### config.mk
export PLATFORM = sky130hd
export DESIGN_NAME = asr_seq
export DESIGN_NICKNAME = d
export VERILOG_FILES = /design/src/sv/asr_pkg.sv /design/src/sv/asr_seq.sv
export SDC_FILE = /design/constraint.sdc
export NUM_CORES = 1
export LEC_CHECK = 0
export CORE_UTILIZATION = 60
export CTS_BUF_LIST = sky130_fd_sc_hd__clkbuf_8
export DETAILED_ROUTE_END_ITERATION = 16
export DONT_BUFFER_PORTS = 1
export PLACE_DENSITY = 0.88
export SLEW_MARGIN = 20
export SYNTH_ARGS = -nofsm -noshare
export SYNTH_HDL_FRONTEND = slang
export SYNTH_SLANG_ARGS = --single-unit
### constraint.sdc
create_clock -name i_clk -period 10.1 [get_ports i_clk]
set_input_delay 2.02 -clock i_clk [delete_from_list [all_inputs] [get_ports i_clk]]
set_output_delay 2.02 -clock i_clk [all_outputs]
set_load 0.03 [all_outputs]
### src/sv/asr_pkg.sv
package asr_pkg;

    // Storage and sample sizing
    localparam int SEGMENT_DEPTH = 4096;
    localparam int SAMPLE_BITS   = 24;
    localparam int ADDR_W        = $clog2(SEGMENT_DEPTH);
    localparam int LEN_W         = $clog2(SEGMENT_DEPTH + 1);

    // Configuration register widths
    localparam int SEG_LEN_W  = 13;
    localparam int REPEAT_W   = 8;
    localparam int GAIN_W     = 16;
    localparam int CFG_DATA_W = 16;
    localparam int CFG_IDX_W  = 2;

    // Mix arithmetic: Q1.15 gains, round half up
    localparam int FRAC_BITS = 15;
    localparam int PROD_W    = SAMPLE_BITS + GAIN_W + 1;
    localparam int ACC_W     = PROD_W + 1;

    typedef enum logic [CFG_IDX_W-1:0] {
        CFG_SEG_LEN = 2'd0,
        CFG_REPEAT  = 2'd1,
        CFG_DRY     = 2'd2,
        CFG_WET     = 2'd3
    } t_cfg_idx;

    typedef struct packed {
        logic signed [SAMPLE_BITS-1:0] sample_left;
        logic signed [SAMPLE_BITS-1:0] sample_right;
        logic                          restart;
    } t_in_word;

    typedef struct packed {
        logic signed [SAMPLE_BITS-1:0] out_left;
        logic signed [SAMPLE_BITS-1:0] out_right;
    } t_out_word;

    typedef struct packed {
        logic [GAIN_W-1:0] dry;
        logic [GAIN_W-1:0] wet;
    } t_gains;

    typedef struct packed {
        logic                   rd_en;
        logic [ADDR_W-1:0]      rd_addr;
        logic                   wr_en;
        logic [ADDR_W-1:0]      wr_addr;
        logic [SAMPLE_BITS-1:0] wr_data;
    } t_mem_req;

endpackage

### src/sv/asr_seq.sv
module asr_seq (
    input  logic                              i_clk,
    input  logic                              i_rst_n,
    input  logic                              i_cfg_we,
    input  logic [asr_pkg::CFG_IDX_W-1:0]     i_cfg_index,
    input  logic [asr_pkg::CFG_DATA_W-1:0]    i_cfg_data,
    input  logic                              i_accept,
    input  asr_pkg::t_in_word                 i_in,
    output logic                              o_busy,
    output asr_pkg::t_mem_req                 o_mem,
    output asr_pkg::t_gains                   o_gains
);

    import asr_pkg::*;

    logic [SEG_LEN_W-1:0] r_seg_len;
    logic [REPEAT_W-1:0]  r_repeat;
    logic [GAIN_W-1:0]    r_dry;
    logic [GAIN_W-1:0]    r_wet;

    logic [ADDR_W-1:0]    r_pos;
    logic [REPEAT_W-1:0]  r_replays;
    logic                 r_replaying;
    logic                 r_clr_busy;
    logic [ADDR_W-1:0]    r_clr_addr;

    logic [ADDR_W-1:0]    n_pos;
    logic [REPEAT_W-1:0]  n_replays;
    logic                 n_replaying;

    logic [LEN_W-1:0]       eff_len;
    logic [REPEAT_W-1:0]    eff_target;
    logic [ADDR_W-1:0]      pos_cur;
    logic [LEN_W-1:0]       pos_inc;
    logic [REPEAT_W-1:0]    replays_inc;
    logic [SAMPLE_BITS:0]   mono_sum;
    logic                   clr_last;

    // Configuration registers
    always_ff @(posedge i_clk) begin
        if (!i_rst_n) begin
            r_seg_len <= SEG_LEN_W'(99);
            r_repeat  <= REPEAT_W'(42);
            r_dry     <= GAIN_W'(32768);
            r_wet     <= '0;
        end else if (i_cfg_we) begin
            case (t_cfg_idx'(i_cfg_index))
                CFG_SEG_LEN: r_seg_len <= i_cfg_data[SEG_LEN_W-1:0];
                CFG_REPEAT:  r_repeat  <= i_cfg_data[REPEAT_W-1:0];
                CFG_DRY:     r_dry     <= i_cfg_data[GAIN_W-1:0];
                CFG_WET:     r_wet     <= i_cfg_data[GAIN_W-1:0];
                default: ;
            endcase
        end
    end

    // Effective length and replay count
    always_comb begin
        if (32'(r_seg_len) > 32'(SEGMENT_DEPTH)) begin
            eff_len = LEN_W'(SEGMENT_DEPTH);
        end else if (r_seg_len == '0) begin
            eff_len = LEN_W'(1);
        end else begin
            eff_len = LEN_W'(r_seg_len);
        end
        eff_target = (r_repeat == '0) ? REPEAT_W'(1) : r_repeat;
    end

    // Segment position and phase sequencing
    always_comb begin
        pos_cur     = i_in.restart ? '0 : r_pos;
        pos_inc     = LEN_W'(pos_cur) + LEN_W'(1);
        replays_inc = r_replays + REPEAT_W'(1);
        n_pos       = pos_inc[ADDR_W-1:0];
        n_replays   = r_replays;
        n_replaying = r_replaying;
        if (pos_inc >= eff_len) begin
            n_pos = '0;
            if (r_replaying) begin
                if (replays_inc >= eff_target) begin
                    n_replays   = '0;
                    n_replaying = 1'b0;
                end else begin
                    n_replays = replays_inc;
                end
            end else begin
                n_replaying = 1'b1;
            end
        end
    end

    always_ff @(posedge i_clk) begin
        if (!i_rst_n) begin
            r_pos       <= '0;
            r_replays   <= '0;
            r_replaying <= 1'b0;
        end else if (i_accept) begin
            r_pos       <= n_pos;
            r_replays   <= n_replays;
            r_replaying <= n_replaying;
        end
    end

    // Clearing pass over the segment memory after reset
    assign clr_last = (32'(r_clr_addr) == 32'(SEGMENT_DEPTH - 1));

    always_ff @(posedge i_clk) begin
        if (!i_rst_n) begin
            r_clr_busy <= 1'b1;
            r_clr_addr <= '0;
        end else if (r_clr_busy) begin
            r_clr_addr <= r_clr_addr + ADDR_W'(1);
            if (clr_last) begin
                r_clr_busy <= 1'b0;
            end
        end
    end

    // Mono word: floor((left + right) / 2)
    assign mono_sum = {i_in.sample_left[SAMPLE_BITS-1], i_in.sample_left}
                    + {i_in.sample_right[SAMPLE_BITS-1], i_in.sample_right};

    // Memory access: read the stored word, write while recording or clearing
    always_comb begin
        o_mem.rd_en   = i_accept;
        o_mem.rd_addr = pos_cur;
        if (r_clr_busy) begin
            o_mem.wr_en   = 1'b1;
            o_mem.wr_addr = r_clr_addr;
            o_mem.wr_data = '0;
        end else begin
            o_mem.wr_en   = i_accept && !r_replaying;
            o_mem.wr_addr = pos_cur;
            o_mem.wr_data = mono_sum[SAMPLE_BITS:1];
        end
    end

    assign o_busy      = r_clr_busy;
    assign o_gains.dry = r_dry;
    assign o_gains.wet = r_wet;

    // No word enters while the memory is still being cleared
    a_no_accept_in_clear: assert property (@(posedge i_clk) disable iff (!i_rst_n)
        r_clr_busy |-> !i_accept)
        else $error("word accepted during clearing pass");

    // Memory is written only by the clearing pass or while recording
    a_write_when_recording: assert property (@(posedge i_clk) disable iff (!i_rst_n)
        o_mem.wr_en |-> (r_clr_busy || (i_accept && !r_replaying)))
        else $error("segment memory written while replaying");

    // Leaving the replay phase restarts the replay count
    a_replays_cleared: assert property (@(posedge i_clk) disable iff (!i_rst_n)
        $fell(r_replaying) |-> (r_replays == '0))
        else $error("replay count not cleared on return to recording");

    // A phase change only happens at a segment boundary
    a_phase_at_boundary: assert property (@(posedge i_clk) disable iff (!i_rst_n)
        (i_accept && (n_replaying != r_replaying)) |=> (r_pos == '0))
        else $error("phase changed away from a segment boundary");

endmodule

Word-level counts from Yosys, hierarchy flattened. Cells that the tools add are included.

Flip-flop bits (word level): 87. Latch bits: 0. RAM bits: 0. Memory bits (read-only): 0. Input port bits: 71. Output and inout port bits: 83. Word-level logic and storage cells: 42. Memories kept: 0.

Add/sub/neg operators: 4. $mul: 0. Div/mod/pow operators: 0. $lt $le $gt $ge: 3. Equal/unequal tests: 4. Shifts and indexed selects: 0. Muxes and demuxes: 11. Bitwise gates (word level): 0. Reductions and logical operators: 11.

Operators with widths (count): 2-to-1 mux 37 bit (1); 2-to-1 mux 13 bit (2); adder 24 x 24 -> 25 bit (1); 2-to-1 mux 12 bit (2); 2-to-1 mux 8 bit (2); adder 12 x 1 -> 13 bit (second input constant) (1); greater-or-equal comparator 13 bit (1); > comparator 13 bit (second input constant) (1); logical NOT 13 bit (1); adder 12 x 1 -> 12 bit (second input constant) (1); == test 12 bit (second input constant) (1); AND reduction 2 bit (5); adder 8 x 1 -> 8 bit (second input constant) (1); greater-or-equal comparator 8 bit (1); logical NOT 8 bit (1); == test 2 bit (second input constant) (2); 2-to-1 mux 1 bit (4); AND reduction 3 bit (1); == test 2 x 1 -> 1 bit (second input constant) (1); logical NOT 2 bit (1); logical AND 1 bit (1); logical NOT 1 bit (1).

Logic depth before layout (Yosys ltp).
Depth in word-level cells: 5. Gate-level depth with buffers: 15. Depth with buffers taken out: 13.

Least setup slack after synthesis. Ideal clock, no wire load.

Path type: input -> output. Start point: input port i_in[6] (netlist bit). End point: output port o_mem[14] (netlist bit). Data arrival time: 4029 ps. Slack: 4051 ps. Stages: 7. Buffers on the path: 0. Cell sequence: ha_1 -> a21oi_1 -> a21boi_1 -> o311ai_0 -> a21boi_0 -> o21a_1 -> nor3_1.

RTL lines: from (decl) (RTL line asr_seq.sv:8) `input asr_pkg::t_in_word i_in,`; to (decl) (RTL line asr_seq.sv:10) `output asr_pkg::t_mem_req o_mem,`.

==> results.cfg <==
[status]
outcome = completed

[detailed_routing]
vias_per_cell = 6.12
detail-route-antenna-nets = 0
dr_total_vias = 5265
drt_first_pass_iters = 5
wl_mm = 13.8
detail_route.wl_per_cell_um = 16.0
drc_errors = 0
drt_first_iter_violations = 235

[clock_tree]
cts.clk_slew.worst_paths_ns = 0.09
cts-resized-gates = 0
post-cts-setup-buffer-count = 0
ctsHoldBuffers = 0
cts_inserted_buffers = 9
root_buffer = sky130_fd_sc_hd__clkbuf_8
cts_max_path_buffers = 2
cts_htree_levels = 3
worst_skew_pair.late_latency_ns = 0.36
tritoncts = built
numClockSinks = 87

[synth]
postSynthCellCount = 747
synth-seq-area-share = 0.303
synth-edff-count = 0
ys_types = 69
yosys_warnings = 0
ys_ff_latch = 87
synth.avg_cell_area_um2 = 7.69
yosys_most_used_dff = sky130_fd_sc_hd__dfxtp_1
synth_async_sr_flop_share = 0
mappedNetlistArea_um2 = 5750
synth_fp_nets = 866

[worst_setup_path]
worst-r2r-cell-count = 12
crit_type = input port to primary output
start_kind = input port
path_common_cell = sky130_fd_sc_hd__a21oi_1
crit_path_top_delay_cell = sky130_fd_sc_hd__o311ai_1
critical_path_required_ns = 8.08
cp_cell_sequence = ha_1 > a21oi_1 > o21ai_0 > a21oi_1 > o221ai_1 > o311ai_1
timing.critical_path.to_type = primary output
largest_driver_fanout_on_the_critical_path = 6
max_stage_delay_ns = 1.04
timing.critical_path.arrival_ns = 4.39

[timing]
setup_viol = 0
max_slew.worst_pin.slew_ns = 1.18
clock-skew-final_ns = 0.00846
achievable-frequency_mhz = 156
timing_max_transition_violations_final = 0
final-hold-violation-count = 0
timing.final.crit_share = 0.634
fin_setup_tns_ns = 0
worst_slew_margin_rel = 0.204
rsz0062_at_grt = no
period_needed_ns = 6.41

[power]
lkg_pwr_nw = 2.42
power_report.internal_total_mw = 0.491
switching_power_mw = 0.220
reg_power_frac = 0.517
swShare = 0.309
power.clock.fraction = 0.312
totalPowerFinal_mw = 0.711
peakVddDrop_uv = 101
comb_power_share = 0.172
powerDensity_nw_per_um2 = 119

[global_route]
grt_remaining_overflow = 0
antenna_violations_before_repair = 0
largest_net_degree_at_the_start_of_global_routing = 63
grt_pass1_vias = 4878
total_global_route_track_usage = 0.271
grt_pass1_wl_mm = 22.1

[finish]
postLayoutCoreUtil = 0.645
layout_commonest_cell = sky130_fd_sc_hd__nand2_1
layout.cells.most_common_list = 164 x sky130_fd_sc_hd__nand2_1, 86 x sky130_fd_sc_hd__dfxtp_1, 77 x sky130_fd_sc_hd__a21oi_1
layout-area-overhead-vs-synth_pct = 3.66
layout-drive-gt1-share = 0.0711
fill_cells = 765
antenna-diode-count = 0
design.final.nets = 845

[placement]
gp_routability_congestion = 0.926
dp_hpwl_mm = 10.5
io_buffer_count = 0

[floorplanning]
die-height_um = 99.9
die_width_um = 99.9
floorplan.initialDensity = 0.622
design.core.area_um2 = 9240
io_pins = 154
dieArea_um2 = 9980
core.rowCount = 35

[worst_hold_path]
hold_path.class = flop to flop
hold_depth = 2

[run]
maxcap_viol_count = 0
==> worst paths after layout <==
path,start,end,slack (ns)
max,i_in[9],o_mem[22],3.69
max reg2reg,r_pos[1],r_replays[4],6.33
min reg2reg,r_repeat[0],r_repeat[0],0.46
min,r_repeat[0],r_repeat[0],0.46
==> sequential cells by signal, summed over array words and instances, names as in the netlist <==
register	flops
r_dry	16
r_wet	16
r_seg_len	13
r_clr_addr	12
r_pos	12
r_repeat	8
r_replays	8
o_busy	1
r_replaying	1
==> layout make-up <==
cell class              instances  area (um^2)  share of cell area
clock buffers                   9          124              0.0208
clock inverters                 7         52.6             0.00882
well taps                     129          161              0.0271
multi-input cells             605         3780               0.635
repair buffers                  2         15.0             0.00252
inverters                      21         78.8              0.0132
flip-flops and latches         87         1750               0.293
==> per-layer routing <==
| metal | GRT usage | vias to the layer above | wire length [um] |
|---|---|---|---|
| li1 | - | 2559 | - |
| met1 | 0.331 | 2488 | 6010 |
| met2 | 0.464 | 194 | 6580 |
| met3 | 0.0780 | 24 | 950 |
| met4 | 0.0769 | 0 | 244 |
| met5 | 0 | - | 0 |
==> synthesized netlist by cell type, types with 9 or more instances <==
library cell               count  share of area
sky130_fd_sc_hd__nand2b_1      9         0.0098
sky130_fd_sc_hd__a22o_1       11          0.017
sky130_fd_sc_hd__a21oi_1      77          0.067
sky130_fd_sc_hd__nor2_1       56          0.037
sky130_fd_sc_hd__clkbuf_1     24          0.016
sky130_fd_sc_hd__o21ai_0      18          0.016
sky130_fd_sc_hd__xor2_1       17          0.026
sky130_fd_sc_hd__nand4_1      10          0.011
sky130_fd_sc_hd__inv_1        20          0.013
sky130_fd_sc_hd__nand3_1      26          0.023
sky130_fd_sc_hd__nand2_1     164           0.11
sky130_fd_sc_hd__ha_1         47           0.10
sky130_fd_sc_hd__a21o_1       13          0.017
sky130_fd_sc_hd__dfxtp_1      87           0.30
sky130_fd_sc_hd__nor2b_1      14          0.015
sky130_fd_sc_hd__nor3_1        9         0.0078
sky130_fd_sc_hd__o211ai_1     12          0.016
sky130_fd_sc_hd__xnor2_1      22          0.034
==> power by group through the flow <==
stage                     sequential [mW]  combinational [mW]  clock [mW]
final                               0.367               0.122       0.221
after global routing                0.368               0.134       0.238
after CTS                           0.367               0.120       0.227
after detailed placement            0.375               0.120           0
after global placement              0.375               0.114           0
after floorplan                     0.373               0.103           0
==> worst max-delay path: cells and delay by family <==
kind                     cells  cell delay [ns]
AO/OA/AOI/OAI                5             2.01
adder cells (fa/ha/maj)      1             0.36
==> kinds of logic (layout without fill, tap and decap cells) <==
logic type | count (synthesis) | in the layout | synth area share
compound gates | 176 | 176 | 0.205
xor+xnor | 39 | 39 | 0.0594
fa+ha+maj | 48 | 48 | 0.106
buf+inv | 55 | 39 | 0.0392
flops | 87 | 87 | 0.303
mux | 14 | 14 | 0.0268
simple gates | 328 | 328 | 0.261
==> metrics by stage <==
stage,cells,hold WS (ns),area [um^2],worst slack (ns)
floorplan,747,0.436,5750,4.05
global placement,844,0.447,5780,3.82
detailed placement,844,0.453,5780,3.76
CTS,860,0.466,5960,3.75
global route,860,0.494,5960,3.58
finish,860,0.465,5960,3.69
Note: power is estimated with default switching activity, not from simulation.
