### src/sv/asr_pkg.sv
package asr_pkg;

    // Storage and sample sizing
    localparam int SEGMENT_DEPTH = 4096;
    localparam int SAMPLE_BITS   = 24;
    localparam int ADDR_W        = $clog2(SEGMENT_DEPTH);
    localparam int LEN_W         = $clog2(SEGMENT_DEPTH + 1);

    // Configuration register widths
    localparam int SEG_LEN_W  = 13;
    localparam int REPEAT_W   = 8;
    localparam int GAIN_W     = 16;
    localparam int CFG_DATA_W = 16;
    localparam int CFG_IDX_W  = 2;

    // Mix arithmetic: Q1.15 gains, round half up
    localparam int FRAC_BITS = 15;
    localparam int PROD_W    = SAMPLE_BITS + GAIN_W + 1;
    localparam int ACC_W     = PROD_W + 1;

    typedef enum logic [CFG_IDX_W-1:0] {
        CFG_SEG_LEN = 2'd0,
        CFG_REPEAT  = 2'd1,
        CFG_DRY     = 2'd2,
        CFG_WET     = 2'd3
    } t_cfg_idx;

    typedef struct packed {
        logic signed [SAMPLE_BITS-1:0] sample_left;
        logic signed [SAMPLE_BITS-1:0] sample_right;
        logic                          restart;
    } t_in_word;

    typedef struct packed {
        logic signed [SAMPLE_BITS-1:0] out_left;
        logic signed [SAMPLE_BITS-1:0] out_right;
    } t_out_word;

    typedef struct packed {
        logic [GAIN_W-1:0] dry;
        logic [GAIN_W-1:0] wet;
    } t_gains;

    typedef struct packed {
        logic                   rd_en;
        logic [ADDR_W-1:0]      rd_addr;
        logic                   wr_en;
        logic [ADDR_W-1:0]      wr_addr;
        logic [SAMPLE_BITS-1:0] wr_data;
    } t_mem_req;

endpackage

### src/sv/asr_mix.sv
module asr_mix (
    input  logic                                 i_clk,
    input  logic                                 i_rst_n,
    input  logic                                 i_accept,
    input  asr_pkg::t_in_word                    i_in,
    input  logic [asr_pkg::SAMPLE_BITS-1:0]      i_stored,
    input  asr_pkg::t_gains                      i_gains,
    input  logic                                 i_stall,
    output logic                                 o_ready,
    output logic                                 o_valid,
    output asr_pkg::t_out_word                   o_out
);

    import asr_pkg::*;

    // Stage 1: inputs aligned with the memory read data
    logic                          r_s1_valid;
    logic signed [SAMPLE_BITS-1:0] r_s1_left;
    logic signed [SAMPLE_BITS-1:0] r_s1_right;

    // Stage 2: registered products
    logic                     r_s2_valid;
    logic signed [PROD_W-1:0] r_p_dl;
    logic signed [PROD_W-1:0] r_p_wl;
    logic signed [PROD_W-1:0] r_p_dr;
    logic signed [PROD_W-1:0] r_p_wr;

    // Output register
    logic      r_out_valid;
    t_out_word r_out;

    logic s3_free;
    logic s2_free;
    logic s1_free;
    logic s1_adv;
    logic s2_adv;

    logic signed [PROD_W-1:0]      n_p_dl;
    logic signed [PROD_W-1:0]      n_p_wl;
    logic signed [PROD_W-1:0]      n_p_dr;
    logic signed [PROD_W-1:0]      n_p_wr;
    logic signed [GAIN_W:0]        dry_s;
    logic signed [GAIN_W:0]        wet_s;
    logic signed [SAMPLE_BITS-1:0] stored_s;
    logic signed [SAMPLE_BITS-1:0] n_left;
    logic signed [SAMPLE_BITS-1:0] n_right;

    function automatic logic signed [SAMPLE_BITS-1:0] mix_round(
        input logic signed [PROD_W-1:0] p_dry,
        input logic signed [PROD_W-1:0] p_wet
    );
        logic signed [ACC_W-1:0] acc;
        logic signed [ACC_W-1:0] shr;
        logic [ACC_W-SAMPLE_BITS:0] top;
        logic signed [SAMPLE_BITS-1:0] res;
        acc = ACC_W'(p_dry) + ACC_W'(p_wet) + ACC_W'(1 << (FRAC_BITS - 1));
        shr = acc >>> FRAC_BITS;
        top = shr[ACC_W-1:SAMPLE_BITS-1];
        if ((&top) || !(|top)) begin
            res = shr[SAMPLE_BITS-1:0];
        end else if (shr[ACC_W-1]) begin
            res = {1'b1, {(SAMPLE_BITS-1){1'b0}}};
        end else begin
            res = {1'b0, {(SAMPLE_BITS-1){1'b1}}};
        end
        return res;
    endfunction

    // Stall chain back from the output register
    assign s3_free = !r_out_valid || !i_stall;
    assign s2_adv  = r_s2_valid && s3_free;
    assign s2_free = !r_s2_valid || s3_free;
    assign s1_adv  = r_s1_valid && s2_free;
    assign s1_free = !r_s1_valid || s2_free;
    assign o_ready = s1_free;

    // Gain products; the two wet products share one multiplier
    always_comb begin
        dry_s    = $signed({1'b0, i_gains.dry});
        wet_s    = $signed({1'b0, i_gains.wet});
        stored_s = $signed(i_stored);
        n_p_dl   = PROD_W'(dry_s) * PROD_W'(r_s1_left);
        n_p_dr   = PROD_W'(dry_s) * PROD_W'(r_s1_right);
        n_p_wl   = PROD_W'(wet_s) * PROD_W'(stored_s);
        n_p_wr   = n_p_wl;
    end

    // Sum, round and saturate
    always_comb begin
        n_left  = mix_round(r_p_dl, r_p_wl);
        n_right = mix_round(r_p_dr, r_p_wr);
    end

    always_ff @(posedge i_clk) begin
        if (!i_rst_n) begin
            r_s1_valid  <= 1'b0;
            r_s2_valid  <= 1'b0;
            r_out_valid <= 1'b0;
        end else begin
            if (i_accept) begin
                r_s1_valid <= 1'b1;
            end else if (s1_adv) begin
                r_s1_valid <= 1'b0;
            end
            if (s1_adv) begin
                r_s2_valid <= 1'b1;
            end else if (s2_adv) begin
                r_s2_valid <= 1'b0;
            end
            if (s2_adv) begin
                r_out_valid <= 1'b1;
            end else if (!i_stall) begin
                r_out_valid <= 1'b0;
            end
        end
    end

    // Payload registers
    always_ff @(posedge i_clk) begin
        if (i_accept) begin
            r_s1_left  <= i_in.sample_left;
            r_s1_right <= i_in.sample_right;
        end
        if (s1_adv) begin
            r_p_dl <= n_p_dl;
            r_p_wl <= n_p_wl;
            r_p_dr <= n_p_dr;
            r_p_wr <= n_p_wr;
        end
        if (s2_adv) begin
            r_out.out_left  <= n_left;
            r_out.out_right <= n_right;
        end
    end

    assign o_valid = r_out_valid;
    assign o_out   = r_out;

    // A word is taken into stage 1 only when that stage can make room
    a_accept_has_room: assert property (@(posedge i_clk) disable iff (!i_rst_n)
        i_accept |-> s1_free)
        else $error("word accepted with stage 1 blocked");

    // Products held while the output side stalls
    a_s2_holds: assert property (@(posedge i_clk) disable iff (!i_rst_n)
        (r_s2_valid && !s3_free) |=> (r_s2_valid && $stable(r_p_dl) && $stable(r_p_wl)))
        else $error("stage 2 lost its products under stall");

    // A stage 1 word that cannot move keeps its samples
    a_s1_holds: assert property (@(posedge i_clk) disable iff (!i_rst_n)
        (r_s1_valid && !s2_free) |=> (r_s1_valid && $stable(r_s1_left)))
        else $error("stage 1 word lost under stall");

endmodule

### config.mk
export PLATFORM = sky130hd
export DESIGN_NAME = asr_mix
export DESIGN_NICKNAME = d
export VERILOG_FILES = /design/src/sv/asr_pkg.sv /design/src/sv/asr_mix.sv
export SDC_FILE = /design/constraint.sdc
export NUM_CORES = 2
export LEC_CHECK = 0
export ABC_AREA = 1
export BUFFER_PORTS_ARGS = -buffer_cell sky130_fd_sc_hd__buf_2
export CAP_MARGIN = 20
export CORE_MARGIN = 3
export CORE_UTILIZATION = 30
export DETAILED_ROUTE_END_ITERATION = 8
export SLEW_MARGIN = 20
export SYNTH_ARGS = -nofsm -noshare
export SYNTH_HDL_FRONTEND = slang
export SYNTH_SLANG_ARGS = --single-unit
### constraint.sdc
create_clock -name i_clk -period 6.9 [get_ports i_clk]
set_input_delay 1.38 -clock i_clk [delete_from_list [all_inputs] [get_ports i_clk]]
set_output_delay 1.38 -clock i_clk [all_outputs]
set_load 0.03 [all_outputs]
* After elaboration in Yosys (flattened, before gate mapping)
Cells that the tools add are included.
Widths: inputs -> output; s select.
** Word-level totals
- Bits in registers :: 222
- Bits in latches :: 0
- Memory bits (writable) :: 0
- Memory bits (read-only) :: 0
- Input bits :: 109
- Memories kept :: 0
** Cells by class
- $add $sub $neg :: 4
- Multiply operators :: 3
- Divide/modulo/power cells :: 0
- Order comparisons :: 0
- Equal/unequal tests :: 1
- Shifts and indexed selects :: 0
- Muxes and demuxes :: 10
- Bitwise operators :: 0
- Reduce and logical (&&, ||, !) cells :: 19
** Operators with widths (count)
- $mul 17x24->41 :: 3
- $mux 24 :: 4
- $add 41x41->42 :: 2
- $add 42x16->42 const B :: 2
- $reduce_and 4->1 :: 2
- $reduce_or 4->1 :: 2
- $logic_not 1->1 :: 6
- $mux 1 :: 6
- $logic_or 1x1->1 :: 5
- $reduce_bool 2->1 :: 2
- $logic_and 1x1->1 :: 2
- $ne 2x1->1 const B :: 1

* Longest topological paths before layout
- Word-level depth :: 6
- Mapped depth :: 29
- Depth with buffers taken out :: 27

* Worst setup path after synthesis
OpenSTA, ideal clock, no wires.
- Path type :: input -> register
- From :: input port i_gains[19] in the netlist's numbering
- To :: register r_p_dr[40], data pin
- Setup time :: 0.261 ns
- Arrival :: 6.719 ns
- Data required time :: 6.639 ns
- Slack :: -0.080 ns
- Stages on the path :: 22
- Buffers on the path :: 2
- Cells stage by stage :: clkbuf_1 clkbuf_1 nand2_1 fa_1 fa_1 inv_1 fa_1 fa_1 fa_1 inv_1 fa_1 inv_1 ha_1 nand2_1 nor2_1 inv_1 nor4_1 nand3_1 nand3_1 nand3_1 nand2_1 xor2_1
** Between the ends
- Word-level cells in the longest chain between the ends :: 1
** Ends and longest elaborated chain
- start: declaration :: line asr_mix.sv:7 : input asr_pkg::t_gains i_gains,
- $mul 17x24->41 :: line asr_mix.sv:83 : n_p_dr = PROD_W'(dry_s) * PROD_W'(r_s1_right);
- named net n_p_dr[40] :: line asr_mix.sv:40 : logic signed [PROD_W-1:0] n_p_dr;
- end signal: assignment :: line asr_mix.sv:127 : r_p_dr <= n_p_dr;
- end: declaration :: line asr_mix.sv:25 : logic signed [PROD_W-1:0] r_p_dr;
The timed path passes the listed nets, and every way through them passes these cells.
A chain may end at the register's enable or synchronous reset.

* Worst setup path in the final report
- From :: input port i_gains[18] in the netlist's numbering
- To :: register r_p_dl[37], data pin
** Between the ends
- Word-level cells in the longest chain between the ends :: 1
** Ends and longest elaborated chain
- $mul 17x24->41 :: line asr_mix.sv:82 : n_p_dl = PROD_W'(dry_s) * PROD_W'(r_s1_left);
- named net n_p_dl[37] :: line asr_mix.sv:38 : logic signed [PROD_W-1:0] n_p_dl;
- end signal: assignment :: line asr_mix.sv:125 : r_p_dl <= n_p_dl;
- end: declaration :: line asr_mix.sv:23 : logic signed [PROD_W-1:0] r_p_dl;
The timed path passes the listed nets, and every way through them passes these cells.

==> results by stage <==
Outcome:
- The run finished with clean final reports.

Timing:
- The number of hold violations in the final report is 0.
- For the final routed database, the setup TNS stands at 0 ps.
- Across all setup checks in the final design, the least slack found is 302 ps.
- The minimum clock period after layout is 6600 ps.
- The remaining max-slew budget at the tightest pin is 38.3%.
- After layout, the worst path uses 95.6% of the clock period.
- Setup repair after global routing left no endpoint under its margin.
- The maximum clock skew at final layout is 36.5 ps.
- Static timing analysis puts the maximum clock frequency at 152 MHz.
- The number of setup violations in the final report is 0.
- The final count of pins violating max slew is 0.
- The slew at the pin with the worst max-slew slack is 926 ps.

Global route:
- The first global-routing pass estimated 264 mm of wire.
- Global routing used 16.7% of the available tracks.
- Global routing finished with a remaining overflow of 0.
- The number of antenna violations at the first check in global routing is 3.
- Entering global routing, the biggest net connects 50 pins.
- The number of global-route vias before repair came to 49286.

Placement:
- The last weighted congestion value of the routability-driven placer is 0.941.
- The pre-CTS setup slack is -396 ps.
- The cell total after placement is 10277.
- Once detailed placement completed, the half-perimeter wirelength came to 142 mm.
- The number of buffers added on ports is 157.

Worst hold path:
- The tightest min-delay check is of the flip-flop to flip-flop type.
- The worst hold path was traced through 2 stages.

Critical path:
- The worst setup path is captured at a flip-flop.
- The critical path required time is 7290 ps.
- The start-to-end type of the worst setup path is input port to flip-flop.
- Along the worst path, the maximum fanout reaches 21.
- The worst reg2reg path depth is 21.
- The data arrival time of the critical path is 6980 ps.
- STA classifies the critical path startpoint as an input port.

Floorplan:
- Measured along the y axis, the die boundary spans 445 microns.
- The overall die area is 198000 sq um.
- The initialized floorplan defines 160 standard-cell rows.
- Once the floorplan was initialized, standard cells occupied 30.3% of the core.
- The floorplan die width is 445 microns.
- The area of the core region is 191000 sq um.
- During I/O placement, the number of pins put on the boundary was 159.

Synthesis:
- The dominant register cell in the synthesized netlist is edfxtp_1.
- The Yosys step of the flow raised 0 warnings.
- The part of the Yosys area used for sequential elements is 11.5%.
- The mean instance size in the synthesized netlist is 7.96 sq um.
- Synthesis inferred 222 register bits.
- For this run, asynchronously set or reset flops after synthesis account for 0%.
- Counting flops with a built-in enable in the synthesized netlist gives 219.
- The number of unique standard cell types used by synthesis is 49.
- In the synthesized netlist, the number of instances is 7268.
- Synthesis produced a netlist with a net count of 8969.
- The mapped netlist covers 57900 sq um.

Layout:
- The utilization after layout is 35.0%.
- The final instance count without filler cells is 10329.
- The area taken by flip-flops and latches is 6640 sq um.
- Fill cells in the final layout number 20094.
- The commonest non-fill, non-tap cell in the layout is inv_1.
- From synthesis to final layout, the design area changed by 15.4%.
- In the layout the commonest cells are 2188 x inv_1, 1889 x nand2_1, 1131 x fa_1.
- In the final layout, the share of cells above drive strength 1 is 11.9%.
- The total number of nets in the final design is 9497.
- The multi-input combinational cell area is 41900 sq um.

CTS:
- No sink is reached through more buffers than the 3 on the longest clock path.
- After clock tree synthesis, the clock-pin slew on the worst setup and hold paths is 70 ps.
- The clock drives 222 sinks.
- The insertion delay of the later-clocked pin in the worst-skew pair is 660 ps.
- The number of buffers created by CTS is 28.
- The tree is rooted in a clkbuf_16.
- TritonCTS built the clock tree.
- The maximum level of the CTS H-tree is 1.

Drt:
- The first-iteration detailed-routing DRC count is 2796.
- After detailed routing, the total wire length is 163 mm.
- The via count is 46034.
- In the routed design, unresolved DRC markers number 0.
- The first TritonRoute pass finished after 5 iterations.
- Using the TritonRoute via totals, the vias-per-cell ratio works out to 4.46.
- In this run the remaining antenna-violating nets after routing total 0.
- After detailed routing, the average wire length per cell comes to 15.8 microns.

Run:
- Max-cap violations in this run came to 0.
-- final cells by class --
type,count,area share [%]
multi-input combinational,4575,62.7
sequential,222,9.94
antenna,1,0.00375
inverter,2207,12.4
timing repair buffer,762,8.81
clock buffer,29,1.05
clock inverter,22,0.332
tap,2511,4.71
-- metrics by stage --
| stage | cell area [sq um] | hold WS, ps |
|---|---|---|
| final | 66800 | 487 |
| after floorplan | 57900 | 454 |
| after global placement | 65800 | 470 |
| after global routing | 66800 | 515 |
| after detailed placement | 65800 | 484 |
| after CTS | 66800 | 493 |
-- path summary, 6_finish.rpt --
path             startpoint         end  slack (ps)
max             i_gains[18]  r_p_dl[37]         300
min              r_s1_valid  r_s1_valid         490
max reg2reg  r_s1_right[20]  r_p_dr[40]         670
min reg2reg      r_s1_valid  r_s1_valid         490
-- per-layer routing --
layer | up-vias | routed length [microns] | global-route usage (%)
met5 | - | 0 | 0
met2 | 1152 | 77100 | 28.2
met4 | 0 | 3960 | 3.78
met3 | 198 | 9820 | 2.49
met1 | 22799 | 72400 | 22.5
li1 | 21885 | - | -
-- worst max-delay path: stages --
cell,delay (ps)
clkbuf_4,260
buf_12,220
nand2_1,120
fa_1,580
inv_1,90
buf_4,140
fa_1,460
fa_1,530
fa_1,520
fa_1,490
inv_1,50
fa_1,470
inv_1,40
ha_1,360
a21o_1,220
a31oi_1,230
o221ai_1,190
a21oi_1,300
nand3_1,150
xor2_1,180
-- flip-flops by register name, indices dropped and copies added (netlist names) --
register and flops:
r_s1_left 24, r_p_dl 41, r_p_wr 41, r_p_dr 41
o_out 48, o_valid 1, r_s1_valid 1, r_s1_right 24
r_s2_valid 1
-- timing repair --
action,4_1_cts,5_1_grt
buffers inserted,0,0
hold buffers,0,0
gates resized for setup,0,3
endpoints found under the setup margin,0,4
-- cells by family (layout without fill, tap and decap cells) --
logic type,count (synthesis),after routing,share of synthesized area (%)
and+or+nand+nor,2396,2396,16.6
AOI/OAI and AO/OA,421,421,4.15
other,0,1,0
buffers and inverters,2471,3020,16.2
xor gates and xnor gates,166,166,2.51
DFF,222,222,11.5
adders and majority gates,1592,1592,49.1
-- synthesized netlist by cell type (3+ instances only) --
cell	instances	area, sq um
o21bai_1	31	233
nor3_1	11	55.1
buf_1	6	22.5
fa_1	1131	22600
buf_12	3	60.1
a21o_1	23	173
nand2_4	3	33.8
nor2_1	253	950
nor3_2	4	40.0
a21oi_1	184	921
o211ai_1	6	45.0
clkbuf_1	250	938
o21a_1	10	75.1
inv_2	17	63.8
nand3_1	101	505
edfxtp_1	219	6580
nor2_2	21	131
nand2_2	53	332
nand2_1	1889	7090
xor2_1	108	946
o21ai_0	100	500
a31oi_1	49	307
buf_6	4	45.0
nor4_1	17	106
inv_1	2190	8220
ha_1	461	5770
a21oi_2	5	43.8
dfxtp_1	3	60.1
a21boi_0	5	37.5
nand4_1	26	163
xnor2_1	58	508
nand3_2	3	30.0
Power is not shown: default switching activity piles up to over one toggle a cycle in this logic, so the estimate is an artifact.
